**src/rtl/core/slid_pkg.sv**
```systemverilog
package slid_pkg;

  // Table size and the widths that follow from it.
  localparam int unsigned CAPACITY = 16;
  localparam int unsigned IDX_W = $clog2(CAPACITY);
  localparam int unsigned CNT_W = $clog2(CAPACITY + 1);

  // Fixed field widths of the transactions.
  localparam int unsigned CMD_W = 2;
  localparam int unsigned VALUE_W = 32;
  localparam int unsigned INDEX_W = 4;
  localparam int unsigned ENTRY_COUNT_W = 5;

  // Common width for comparing a requested index against the fill count.
  localparam int unsigned CMP_W = (CNT_W > INDEX_W) ? CNT_W : INDEX_W;

  // Command codes. Any code with the high bit set reads an entry.
  localparam logic [CMD_W-1:0] CMD_INSERT = 2'd0;
  localparam logic [CMD_W-1:0] CMD_DELETE = 2'd1;
  localparam logic [CMD_W-1:0] CMD_READ = 2'd2;

  typedef enum logic [2:0] {
    STAT_INSERTED  = 3'd0,
    STAT_DELETED   = 3'd1,
    STAT_NOT_FOUND = 3'd2,
    STAT_FULL      = 3'd3,
    STAT_READ_OK   = 3'd4,
    STAT_BAD_INDEX = 3'd5
  } status_e;

  typedef enum logic {
    ST_IDLE,
    ST_EXEC
  } state_e;

  typedef struct packed {
    logic [CMD_W-1:0] command;
    logic signed [VALUE_W-1:0] value;
    logic [INDEX_W-1:0] index;
  } in_item_t;

  typedef struct packed {
    status_e status;
    logic [ENTRY_COUNT_W-1:0] entry_count;
    logic signed [VALUE_W-1:0] read_value;
  } out_item_t;

  // Commands from the controller to the datapath.
  typedef struct packed {
    logic load;
    logic exec;
  } ctrl_cmd_t;

  // Update strobes shared by every cell of the table.
  typedef struct packed {
    logic ins;
    logic del;
  } cell_ctl_t;

endpackage

```
**src/rtl/core/slid_cell.sv**
```systemverilog
module slid_cell (
  input  logic                                 clk_i,
  input  slid_pkg::cell_ctl_t                  ctl_i,
  input  logic signed [slid_pkg::VALUE_W-1:0]  value_i,
  input  logic                                 valid_i,
  input  logic                                 left_lt_i,
  input  logic signed [slid_pkg::VALUE_W-1:0]  left_entry_i,
  input  logic signed [slid_pkg::VALUE_W-1:0]  right_entry_i,
  output logic signed [slid_pkg::VALUE_W-1:0]  entry_o,
  output logic                                 lt_o,
  output logic                                 eq_o
);

  logic signed [slid_pkg::VALUE_W-1:0] entry_q, entry_d;

  // Local comparisons; an empty slot counts as neither smaller nor equal.
  assign lt_o = valid_i && (entry_q < value_i);
  assign eq_o = valid_i && (entry_q == value_i);
  assign entry_o = entry_q;

  // An insert takes the new value where the left neighbour is smaller and
  // this entry is not, and shifts right beyond that point. A delete pulls
  // the right neighbour in from the first entry that is not smaller.
  always_comb begin
    entry_d = entry_q;
    if (ctl_i.ins && !lt_o) begin
      entry_d = left_lt_i ? value_i : left_entry_i;
    end else if (ctl_i.del && !lt_o) begin
      entry_d = right_entry_i;
    end
  end

  always_ff @(posedge clk_i) begin
    entry_q <= entry_d;
  end

endmodule

```
**src/rtl/core/slid_datapath.sv**
```systemverilog
module slid_datapath (
  input  logic                 clk_i,
  input  logic                 rst_ni,
  input  slid_pkg::ctrl_cmd_t  cmd_i,
  input  slid_pkg::in_item_t   in_item_i,
  output slid_pkg::out_item_t  out_item_o
);

  logic [slid_pkg::CMD_W-1:0]          cmd_q;
  logic signed [slid_pkg::VALUE_W-1:0] value_q;
  logic [slid_pkg::INDEX_W-1:0]        index_q;
  logic [slid_pkg::CNT_W-1:0]          count_q, count_d;
  slid_pkg::out_item_t                 res_q, res_d;
  slid_pkg::cell_ctl_t                 cell_ctl;

  logic signed [slid_pkg::VALUE_W-1:0] entries [slid_pkg::CAPACITY];
  logic [slid_pkg::CAPACITY-1:0]       lt_vec;
  logic [slid_pkg::CAPACITY-1:0]       eq_vec;
  logic                                full;
  logic                                found;
  logic                                in_range;
  logic [slid_pkg::IDX_W-1:0]          rd_idx;

  // Operand registers, loaded when a transaction is accepted.
  always_ff @(posedge clk_i) begin
    if (cmd_i.load) begin
      cmd_q   <= in_item_i.command;
      value_q <= in_item_i.value;
      index_q <= in_item_i.index;
    end
  end

  // Row of compare and shift cells holding the sorted table.
  for (genvar i = 0; i < slid_pkg::CAPACITY; i++) begin : g_cell
    logic                                valid;
    logic                                left_lt;
    logic signed [slid_pkg::VALUE_W-1:0] left_entry;
    logic signed [slid_pkg::VALUE_W-1:0] right_entry;

    assign valid = slid_pkg::CNT_W'(i) < count_q;

    if (i == 0) begin : g_first
      assign left_lt    = 1'b1;
      assign left_entry = value_q;
    end else begin : g_inner
      assign left_lt    = lt_vec[i-1];
      assign left_entry = entries[i-1];
    end

    if (i == slid_pkg::CAPACITY - 1) begin : g_last
      assign right_entry = entries[i];
    end else begin : g_body
      assign right_entry = entries[i+1];
    end

    slid_cell u_cell (
      .clk_i        (clk_i),
      .ctl_i        (cell_ctl),
      .value_i      (value_q),
      .valid_i      (valid),
      .left_lt_i    (left_lt),
      .left_entry_i (left_entry),
      .right_entry_i(right_entry),
      .entry_o      (entries[i]),
      .lt_o         (lt_vec[i]),
      .eq_o         (eq_vec[i])
    );
  end

  assign full     = count_q == slid_pkg::CNT_W'(slid_pkg::CAPACITY);
  assign found    = |eq_vec;
  assign in_range = slid_pkg::CMP_W'(index_q) < slid_pkg::CMP_W'(count_q);
  assign rd_idx   = slid_pkg::IDX_W'(index_q);

  // Decode the command, steer the cells and form the result.
  always_comb begin
    cell_ctl.ins = 1'b0;
    cell_ctl.del = 1'b0;
    count_d      = count_q;
    res_d.status = slid_pkg::STAT_BAD_INDEX;
    res_d.read_value = '0;
    if (cmd_q == slid_pkg::CMD_INSERT) begin
      if (full) begin
        res_d.status = slid_pkg::STAT_FULL;
      end else begin
        cell_ctl.ins = cmd_i.exec;
        count_d      = count_q + slid_pkg::CNT_W'(1);
        res_d.status = slid_pkg::STAT_INSERTED;
      end
    end else if (cmd_q == slid_pkg::CMD_DELETE) begin
      if (found) begin
        cell_ctl.del = cmd_i.exec;
        count_d      = count_q - slid_pkg::CNT_W'(1);
        res_d.status = slid_pkg::STAT_DELETED;
      end else begin
        res_d.status = slid_pkg::STAT_NOT_FOUND;
      end
    end else if (in_range) begin
      res_d.status     = slid_pkg::STAT_READ_OK;
      res_d.read_value = entries[rd_idx];
    end
    res_d.entry_count = slid_pkg::ENTRY_COUNT_W'(count_d);
  end

  // Fill count.
  always_ff @(posedge clk_i or negedge rst_ni) begin
    if (!rst_ni) begin
      count_q <= '0;
    end else if (cmd_i.exec) begin
      count_q <= count_d;
    end
  end

  // Result register.
  always_ff @(posedge clk_i) begin
    if (cmd_i.exec) begin
      res_q <= res_d;
    end
  end

  assign out_item_o = res_q;

endmodule

```
**src/rtl/core/slid_ctrl.sv**
```systemverilog
module slid_ctrl (
  input  logic                 clk_i,
  input  logic                 rst_ni,
  input  logic                 in_valid_i,
  output logic                 in_stall_o,
  output logic                 out_valid_o,
  input  logic                 out_stall_i,
  output slid_pkg::ctrl_cmd_t  cmd_o
);

  slid_pkg::state_e state_q, state_d;
  logic             out_valid_q, out_valid_d;
  logic             out_free;

  // The result register may be overwritten once it is empty or being taken.
  assign out_free = !out_valid_q || !out_stall_i;

  // Next state.
  always_comb begin
    state_d = state_q;
    unique case (state_q)
      slid_pkg::ST_IDLE: begin
        if (in_valid_i) begin
          state_d = slid_pkg::ST_EXEC;
        end
      end
      slid_pkg::ST_EXEC: begin
        if (out_free) begin
          state_d = slid_pkg::ST_IDLE;
        end
      end
      default: state_d = slid_pkg::ST_IDLE;
    endcase
  end

  // Outputs.
  always_comb begin
    in_stall_o = 1'b1;
    cmd_o.load = 1'b0;
    cmd_o.exec = 1'b0;
    unique case (state_q)
      slid_pkg::ST_IDLE: begin
        in_stall_o = 1'b0;
        cmd_o.load = in_valid_i;
      end
      slid_pkg::ST_EXEC: begin
        cmd_o.exec = out_free;
      end
      default: in_stall_o = 1'b1;
    endcase
  end

  // Result valid flag: set by an update, cleared when the result is taken.
  always_comb begin
    out_valid_d = out_valid_q;
    if (cmd_o.exec) begin
      out_valid_d = 1'b1;
    end else if (!out_stall_i) begin
      out_valid_d = 1'b0;
    end
  end

  always_ff @(posedge clk_i or negedge rst_ni) begin
    if (!rst_ni) begin
      state_q     <= slid_pkg::ST_IDLE;
      out_valid_q <= 1'b0;
    end else begin
      state_q     <= state_d;
      out_valid_q <= out_valid_d;
    end
  end

  assign out_valid_o = out_valid_q;

endmodule

```
**src/rtl/core/sorted_list_insert_delete_top.sv**
```systemverilog
// Channel | Direction | Handshake             | Payload
// in      | input     | in_valid_i, in_stall_o | in_item_i (command, value, index)
// out     | output    | out_valid_o, out_stall_i | out_item_o (status, entry_count, read_value)
//
// Each command has two steps: one to capture the operands and one in which
// every cell of the table compares and shifts at once and the result is registered.
// The cell row updates every entry in that one step, whatever the capacity.
// Reset is asynchronous and active low; it empties the table by clearing the count.
// A held result stalls the update cycle, and with it the input, until it is taken.
module sorted_list_insert_delete_top (
  input  logic                 clk_i,
  input  logic                 rst_ni,
  input  logic                 in_valid_i,
  output logic                 in_stall_o,
  input  slid_pkg::in_item_t   in_item_i,
  output logic                 out_valid_o,
  input  logic                 out_stall_i,
  output slid_pkg::out_item_t  out_item_o
);

  slid_pkg::ctrl_cmd_t ctrl_cmd;

  slid_ctrl u_ctrl (
    .clk_i      (clk_i),
    .rst_ni     (rst_ni),
    .in_valid_i (in_valid_i),
    .in_stall_o (in_stall_o),
    .out_valid_o(out_valid_o),
    .out_stall_i(out_stall_i),
    .cmd_o      (ctrl_cmd)
  );

  slid_datapath u_datapath (
    .clk_i     (clk_i),
    .rst_ni    (rst_ni),
    .cmd_i     (ctrl_cmd),
    .in_item_i (in_item_i),
    .out_item_o(out_item_o)
  );

  // One transaction at a time: input is held off right after an acceptance.
  a_one_in_flight: assert property (@(posedge clk_i) disable iff (!rst_ni)
    in_valid_i && !in_stall_o |=> in_stall_o)
    else $error("input accepted while a transaction was in progress");

  // Every table update leaves a result waiting at the output.
  a_exec_gives_result: assert property (@(posedge clk_i) disable iff (!rst_ni)
    ctrl_cmd.exec |=> out_valid_o)
    else $error("update completed without a result");

  // Only a successful read carries a non-zero value.
  a_read_value_zero: assert property (@(posedge clk_i) disable iff (!rst_ni)
    out_valid_o && out_item_o.status != slid_pkg::STAT_READ_OK
      |-> out_item_o.read_value == '0)
    else $error("read value set on a result that is not a read");

endmodule
```
**config.mk**
```make
export PLATFORM = sky130hd
export DESIGN_NAME = sorted_list_insert_delete_top
export DESIGN_NICKNAME = d
export VERILOG_FILES = /design/src/rtl/core/slid_pkg.sv /design/src/rtl/core/slid_cell.sv /design/src/rtl/core/slid_datapath.sv /design/src/rtl/core/slid_ctrl.sv /design/src/rtl/core/sorted_list_insert_delete_top.sv
export SDC_FILE = /design/constraint.sdc
export NUM_CORES = 2
export LEC_CHECK = 0
export ABC_CLOCK_PERIOD_IN_PS = 12980
export BUFFER_PORTS_ARGS = -buffer_cell sky130_fd_sc_hd__buf_2
export CAP_MARGIN = 20
export CORE_MARGIN = 4
export CORE_UTILIZATION = 65
export CTS_BUF_LIST = sky130_fd_sc_hd__clkbuf_4
export DETAILED_ROUTE_END_ITERATION = 7
export GPL_TIMING_DRIVEN = 0
export PLACE_DENSITY = 0.88
export SKIP_CTS_REPAIR_TIMING = 1
export SYNTH_ARGS = -nofsm -noshare
export SYNTH_HDL_FRONTEND = slang
export SYNTH_SLANG_ARGS = --single-unit
```
**constraint.sdc**
```tcl
create_clock -name clk_i -period 12.98 [get_ports clk_i]
set_input_delay 0.649 -clock clk_i [delete_from_list [all_inputs] [get_ports clk_i]]
set_output_delay 0.649 -clock clk_i [all_outputs]
set_load 0.01 [all_outputs]
```
---- After elaboration in Yosys (flattened, before gate mapping) ----
Index checks and enable logic that the tools add are counted.
storage, ports and cells
  bits of input ports ..................... 42
  memories ................................ 0
  RAM bits ................................ 0
  memory bits (read-only) ................. 0
  latch bits .............................. 0
  register bits after elaboration ......... 597
cells by class
  bitwise operators ....................... 3
  $lt $le $gt $ge ......................... 34
  mux-type cells .......................... 70
  multiply operators ...................... 0
  reductions and logical operators ........ 100
  divide/modulo/power cells ............... 0
  $add $sub $neg .......................... 2
  eq/ne operators ......................... 19
  shifts and indexed selects .............. 0
operators with widths
  cell                                                  number
  2-to-1 mux 32 bit                                     47
  equality test 32 bit                                  16
  < comparator 32 bit                                   16
  binary-select mux 32 bit (select 4 bit)               1
  logical AND 1 bit                                     63
  < comparator 4 x 5 -> 1 bit (first input constant)    8
  nonzero test 2 bit                                    15
  < comparator 3 x 5 -> 1 bit (first input constant)    4
  2-to-1 mux 5 bit                                      4
  logical NOT 1 bit                                     18
  OR reduction 16 bit                                   1
  2-to-1 mux 1 bit                                      13
  < comparator 1 x 5 -> 1 bit (first input constant)    2
  < comparator 2 x 5 -> 1 bit (first input constant)    2
  2-to-1 mux 3 bit                                      2
  adder 5 x 1 -> 5 bit (second input constant)          1
  equality test 5 bit (second input constant)           1
  >= comparator 5 bit (second input constant)           1
  < comparator 4 x 5 -> 1 bit                           1
  NOT 4 -> 5 bit                                        1
  subtractor 5 x 1 -> 5 bit (second input constant)     1
  2-to-1 mux 2 bit                                      2
  OR reduction 3 bit                                    1
  equality test 2 x 1 -> 1 bit (second input constant)  1
  5 further kinds                                       6

---- Logic depth before layout (Yosys ltp) ----
  depth in word-level cells ............... 9
  gate-level depth with buffers ........... 13
  gate-level depth less buffers ........... 10

---- Modules after synthesis ----
From an unflattened synthesis, not the netlist that was laid out.
unflattened totals
  cell total of the unflattened synthesis .. 4078
  area, all modules ....................... 48450.2 um2
by module, submodules not included
  module         area each (um2)  instances  cells an instance
  slid_cell      2585.0           16         226
  slid_datapath  6999.2           1          455
  slid_ctrl      91.3             1          7

---- Worst setup path before layout ----
Ideal clock, no wire load.
  kind .................................... reg2reg
  start point ............................. register u_datapath.value_q (netlist bit u_datapath.g_cell[0].left_entry[31])
  end point ............................... register u_datapath.g_cell[13].u_cell.entry_q (netlist bit u_datapath.g_cell[13].u_cell.entry_o[0]), enable pin
  data required time ...................... 12.519 ns
  path buffers ............................ 1
  arrival ................................. 4.937 ns
  stages on the path, launching flop included .. 11
  slack ................................... 7.581 ns
  period minus slack after synthesis ...... 5.399 ns
  cell sequence ........................... edfxtp_1 -> inv_1 -> ha_1 -> nand4_1 -> or4_1 -> nor3b_1 -> nand2_1 -> a21oi_2 -> o21ai_4 -> buf_4 -> nor3_1
between the ends
  cells in the longest elaborated chain, start to end .. 8
ends and longest elaborated chain
  what                            line                 text
  from (decl)                     slid_datapath.sv:10  logic signed [slid_pkg::VALUE_W-1:0] value_q;
  from (signal assigned)          slid_datapath.sv:28  value_q <= in_item_i.value;
  equality test 32 bit            slid_cell.sv:18      assign eq_o = valid_i && (entry_q == value_i);
  logical AND 1 bit               slid_cell.sv:18
  OR reduction 16 bit             slid_datapath.sv:71  assign found = |eq_vec;
  2-to-1 mux 1 bit                slid_datapath.sv:91  if (found) begin
  2-to-1 mux 1 bit                slid_datapath.sv:90  end else if (cmd_q == slid_pkg::CMD_DELETE) begin
  2-to-1 mux 1 bit                slid_datapath.sv:82  if (cmd_q == slid_pkg::CMD_INSERT) begin
  logical AND 1 bit               slid_cell.sv:28      end else if (ctl_i.del && !lt_o) begin
  nonzero test 2 bit (no line) *  --
  to (signal assigned)            slid_cell.sv:34      entry_q <= entry_d;
  to (decl)                       slid_cell.sv:14      logic signed [slid_pkg::VALUE_W-1:0] entry_q, entry_d;
Mark *: on every way between the ends. The rest lies on a longest branch, timed or not.
A chain may end at the register's enable or synchronous reset.

---- Worst setup path in the final report ----
  start point ............................. register u_datapath.value_q (netlist bit u_datapath.g_cell[0].left_entry[18])
  end point ............................... register u_datapath.g_cell[10].u_cell.entry_q (netlist bit u_datapath.g_cell[10].u_cell.entry_o[1]), enable pin
between the ends
  cells in the longest elaborated chain, start to end .. 8
ends and longest elaborated chain
  what                            line
  equality test 32 bit            slid_cell.sv:18
  logical AND 1 bit               slid_cell.sv:18
  OR reduction 16 bit             slid_datapath.sv:71
  2-to-1 mux 1 bit                slid_datapath.sv:91
  2-to-1 mux 1 bit                slid_datapath.sv:90
  2-to-1 mux 1 bit                slid_datapath.sv:82
  logical AND 1 bit               slid_cell.sv:28
  nonzero test 2 bit (no line) *  --
  to (signal assigned)            slid_cell.sv:34
  to (decl)                       slid_cell.sv:14
Marked as above.

==> summary.md <==
| Metric | Value |
|---|---|
| Launching element type of the critical path | register |
| Count of fill cells added during filler insertion | 4909 |
| Fraction of final layout cells with drive strength greater than 1 | 0.178 |
| R2R Path Start | u_datapath.g_cell[0].left_entry[18] |
| Slew at the pin with the worst max-slew slack | 1.26 ns |
| Register bit count reported by yosys | 597 |
| Clock insertion delay at the later pin of the skew report | 1.14 ns |
| EDFF count, synth | 590 |
| Via count | 40700 |
| Synth async-reset ratio | 0.0117 |
| Highest layer used for signal routing | met5 |
| Share of power burned in registers | 0.330 |
| Critical-path top delay cell | sky130_fd_sc_hd__nor4_1 |
| Min Tclk post-route | 7.05 ns |
| Setup WS post-layout | 5.93 ns |
| Critical-path cell list | clkbuf_1 > inv_1 > ha_1 > nand4_1 > nor4_1 > nand3_1 > nand3_1 > nor4_4 > a21oi_2 > o21ai_4 > buf_4 > nor3_2 > buf_6 > buf_6 |
| Classification of the worst setup path | register to register |
| Number of global-route vias before repair | 39300 |
| Maximum number of pins on one net before global-route repair | 33 |
| End point of the worst hold path | u_datapath.g_cell[0].left_entry[29] |
| Clock buffer count from CTS | 166 |
| Initial cell density of the core | 0.657 |
| Number of cells traversed by the worst register-to-register path | 14 |
| Synth-to-Final Area Change | 10.4% |
| Hold Fails Final Rpt | 0 |
| Dominant cell by count in the synthesized netlist | sky130_fd_sc_hd__edfxtp_1 |
| Post-synth net total | 4642 |
| Drc violations | 20 |
| Share of the yosys chip area belonging to registers | 0.396 |
| Number of antenna violations at the first check in global routing | 10 |
| Capture point of the worst reg-to-reg path | u_datapath.g_cell[10].u_cell.entry_o[1] |
| Failing checks | DRC |
| Sinks on the clock net | 597 |
| Unrepaired setup endpoints after global routing | false |
| Total power divided by cell area | 177 mW/mm² |
| 1st-pass router iterations | 8 |
| Post-DP HPWL | 134000 µm |
| Synthesized instance count | 4081 |
| Compound-gate portion of the synthesized area | 0.154 |
| Post-Syn Area | 0.0452 mm² |
| Area of the die | 0.0738 mm² |
| Sum of met2 wire segment lengths after detailed routing | 70900 µm |
| Final Net Count | 4959 |
| Routed met1 length | 56100 µm |
| Placeable core area | 0.0687 mm² |
| RePlAce Congestion | 1.06 |
| Max Clock Skew | 0.0600 ns |
| Synthesized area per cell | 11.1 µm² |
| Boundary Pins | 84 |
| Delay-heaviest family, CP | simple AND/OR/NAND/NOR gates |
| Sum of negative setup slack | 0 ns |
| Fraction of synthesized area in multiplexers | 0.185 |
| Post-synth top flop | sky130_fd_sc_hd__edfxtp_1 |
| Area share of the largest cell type after synthesis | 0.392 |
| Fraction of the mapped netlist area in simple logic gates | 0.0860 |
| Buffers & Inverters on Critical Path | 5 |
| Hold Slack | 0.223 ns |
| Largest cells by area after synthesis | sky130_fd_sc_hd__edfxtp_1 (39%), sky130_fd_sc_hd__ha_1 (14%), sky130_fd_sc_hd__mux4_2 (8.0%), sky130_fd_sc_hd__mux2i_1 (6.7%), sky130_fd_sc_hd__a21oi_1 (6.3%) |
| Combinational share of power | 0.455 |
| Largest family of logic cells by synthesized area | multiplexers |
| Worst-path maximum fanout | 17 |
| Met3 wire length | 29900 µm |
| Power dissipated by switching net loads | 3.79 mW |
| Clock transition time at the flip-flop clock pins of the worst setup and hold paths | 0.06 ns |
| Violation count after the first detailed-route iteration | 6820 |
| Setup slack on the worst flop-to-flop path | 5.93 ns |
| Max Transition Viols Final | 0 |
| Largest voltage drop on the vdd net | 0.122 mV |
| Post-Route WL | 170000 µm |
| Final critical-path share of the clock period | 0.543 |
| Hold WC Path Type | input port to register |
| Average detailed-routed wire length per instance | 31.1 µm |
| Leading post-synthesis cells by instance count | sky130_fd_sc_hd__edfxtp_1 (590), sky130_fd_sc_hd__a21oi_1 (572), sky130_fd_sc_hd__ha_1 (519), sky130_fd_sc_hd__mux2i_1 (301), sky130_fd_sc_hd__o21ai_0 (245) |
| Switching share of power | 0.429 |
| Max Freq | 0.142 GHz |
| Critical Path RT | 13.78 ns |
| H-tree depth reported by CTS | 4 |
| Instance area at placement | 0.0472 mm² |
| Worst Setup End Kind | register |
| Setup Slack @ Placement | 6.45 ns |
| DIE HEIGHT | 272 µm |
| Vias per inst | 7.45 |
| Leading area contributor after synthesis | sky130_fd_sc_hd__edfxtp_1 |
| Clock group share of total power | 0.215 |
| Final-report setup violation count | 0 |
| Clock tree from TritonCTS | built |
| Grt total ovfl | 0 |
| Die boundary width | 272 µm |
| Number of warning messages in the yosys log | 0 |
| All-layer global routing usage | 0.446 |
| Max_slew headroom | 0.158 |
| Clock tree root buffer cell | sky130_fd_sc_hd__clkbuf_4 |
| Final non-filler cell area | 0.0499 mm² |
| Row count | 96 |
| Internal power | 5.05 mW |
| Wire length of the first global-routing pass | 244000 µm |
| Status | complete, but fails checks |
| WHS Path Cells | 2 |
| Critical path depth | 14 |
| Post-synthesis share of cell area spent on xor and xnor gates | 0.00116 |
| Leakage dissipation | 20.2 nW |
| PortBufs | 83 |
| Data arrival time of the critical path | 7.85 ns |
| CP max stage delay | 0.75 ns |
| Worst hold start | in_item_i[33] |
| Detail Route Antenna Nets | 0 |
| Maximum buffer depth of the clock tree | 3 |
| Adder and majority gate portion of the synthesized area | 0.144 |
| Max-capacitance violation count | 0 |
| Synth cell types | 82 |
-- kinds of logic after synthesis --
logic type                 Yosys count
AOI/OAI and AO/OA                 1204
and+or+nand+nor                    777
muxes                              616
DFF                                597
adders and majority gates          519
buffers and inverters              362
xor gates and xnor gates             6
-- worst max-delay path by stage --
stage | from | end | slack, ns
floorplan | u_datapath.g_cell[0].left_entry[31] | u_datapath.g_cell[13].u_cell.entry_o[0] | 7.58
global placement | u_datapath.g_cell[0].left_entry[18] | u_datapath.g_cell[10].u_cell.entry_o[5] | 4.28
detailed placement | u_datapath.g_cell[0].left_entry[17] | u_datapath.g_cell[10].u_cell.entry_o[5] | 6.45
CTS | u_datapath.g_cell[0].left_entry[17] | u_datapath.g_cell[10].u_cell.entry_o[1] | 6.37
global route | u_datapath.g_cell[0].left_entry[18] | u_datapath.g_cell[10].u_cell.entry_o[1] | 5.87
finish | u_datapath.g_cell[0].left_entry[18] | u_datapath.g_cell[10].u_cell.entry_o[1] | 5.93
-- registers in the layout (all words and copies together), names as in the netlist --
signal	cells
u_ctrl.out_valid_o	1
u_datapath.index_q	4
u_datapath.g_cell.u_cell.entry_o	512
u_datapath.out_item_o	40
u_datapath.g_cell.left_entry	32
u_datapath.cmd_q	2
u_ctrl.state_q	1
u_datapath.count_q	5
-- placed cells by master, fill, tap and decap left out, types with 10 or more instances in the layout --
cell	n
sky130_fd_sc_hd__buf_2	165
sky130_fd_sc_hd__nand3_1	95
sky130_fd_sc_hd__o22a_1	11
sky130_fd_sc_hd__a31oi_1	134
sky130_fd_sc_hd__o21ai_1	11
sky130_fd_sc_hd__edfxtp_1	590
sky130_fd_sc_hd__mux4_2	160
sky130_fd_sc_hd__a211oi_1	12
sky130_fd_sc_hd__o31ai_1	16
sky130_fd_sc_hd__dlygate4sd3_1	42
sky130_fd_sc_hd__nand2_1	177
sky130_fd_sc_hd__nor4_1	18
sky130_fd_sc_hd__nor2b_1	65
sky130_fd_sc_hd__mux2i_1	301
sky130_fd_sc_hd__nand4_1	122
sky130_fd_sc_hd__o21ai_0	244
sky130_fd_sc_hd__nor2_1	189
sky130_fd_sc_hd__buf_1	20
sky130_fd_sc_hd__o22ai_1	12
sky130_fd_sc_hd__mux2_1	29
sky130_fd_sc_hd__clkinv_1	24
sky130_fd_sc_hd__clkbuf_1	172
sky130_fd_sc_hd__a21o_1	93
sky130_fd_sc_hd__o211ai_1	20
sky130_fd_sc_hd__inv_1	71
sky130_fd_sc_hd__a21oi_1	572
sky130_fd_sc_hd__nand2b_1	15
sky130_fd_sc_hd__ha_1	519
sky130_fd_sc_hd__clkbuf_4	252
sky130_fd_sc_hd__buf_6	13
sky130_fd_sc_hd__nor3_1	24
sky130_fd_sc_hd__mux2_2	124
sky130_fd_sc_hd__a221oi_1	10
sky130_fd_sc_hd__buf_4	12
-- worst register-to-register path: cells and delay by family (launching register included) --
| family | cells | cell delay [ns] |
|---|---|---|
| compound gates | 2 | 0.75 |
| simple gates | 6 | 3.01 |
| flops | 1 | 0.32 |
| buf+inv | 5 | 2.17 |
| fa+ha+maj | 1 | 0.53 |
-- layout make-up --
type	count	area (µm²)	area share
buffer	290	1260	0.0253
sequential	597	17900	0.359
multi-input combinational	3122	25900	0.518
antenna	8	20.0	0.000401
timing repair buffer	149	1190	0.0240
clock buffer	251	1880	0.0378
inverter	72	272	0.00544
clock inverter	41	329	0.00660
tap	931	1160	0.0234
-- power by group through the flow --
stage	clock network, mW	registers (mW)	logic [mW]
after floorplan	0	2.80	2.57
after global placement	0	2.92	3.61
after detailed placement	0	2.91	3.80
after CTS	1.88	2.87	3.82
after global routing	1.99	2.92	4.23
final	1.90	2.92	4.02
-- routing by layer --
| layer | GRT usage | vias up |
|---|---|---|
| met2 | 0.649 | 4039 |
| met4 | 0.272 | 12 |
| met3 | 0.176 | 800 |
| met1 | 0.564 | 19000 |
| li1 | - | 16900 |
| met5 | 0 | - |
-- per-stage QoR --
stage | power, mW | instances | utilization
detailed placement | 6.71 | 5114 | 0.687
CTS | 8.57 | 5406 | 0.719
global placement | 6.53 | 5095 | 0.680
global route | 9.13 | 5459 | 0.726
floorplan | 5.38 | 4081 | -
finish | 8.84 | 5461 | 0.726
Power figures use the tool's default switching activity.
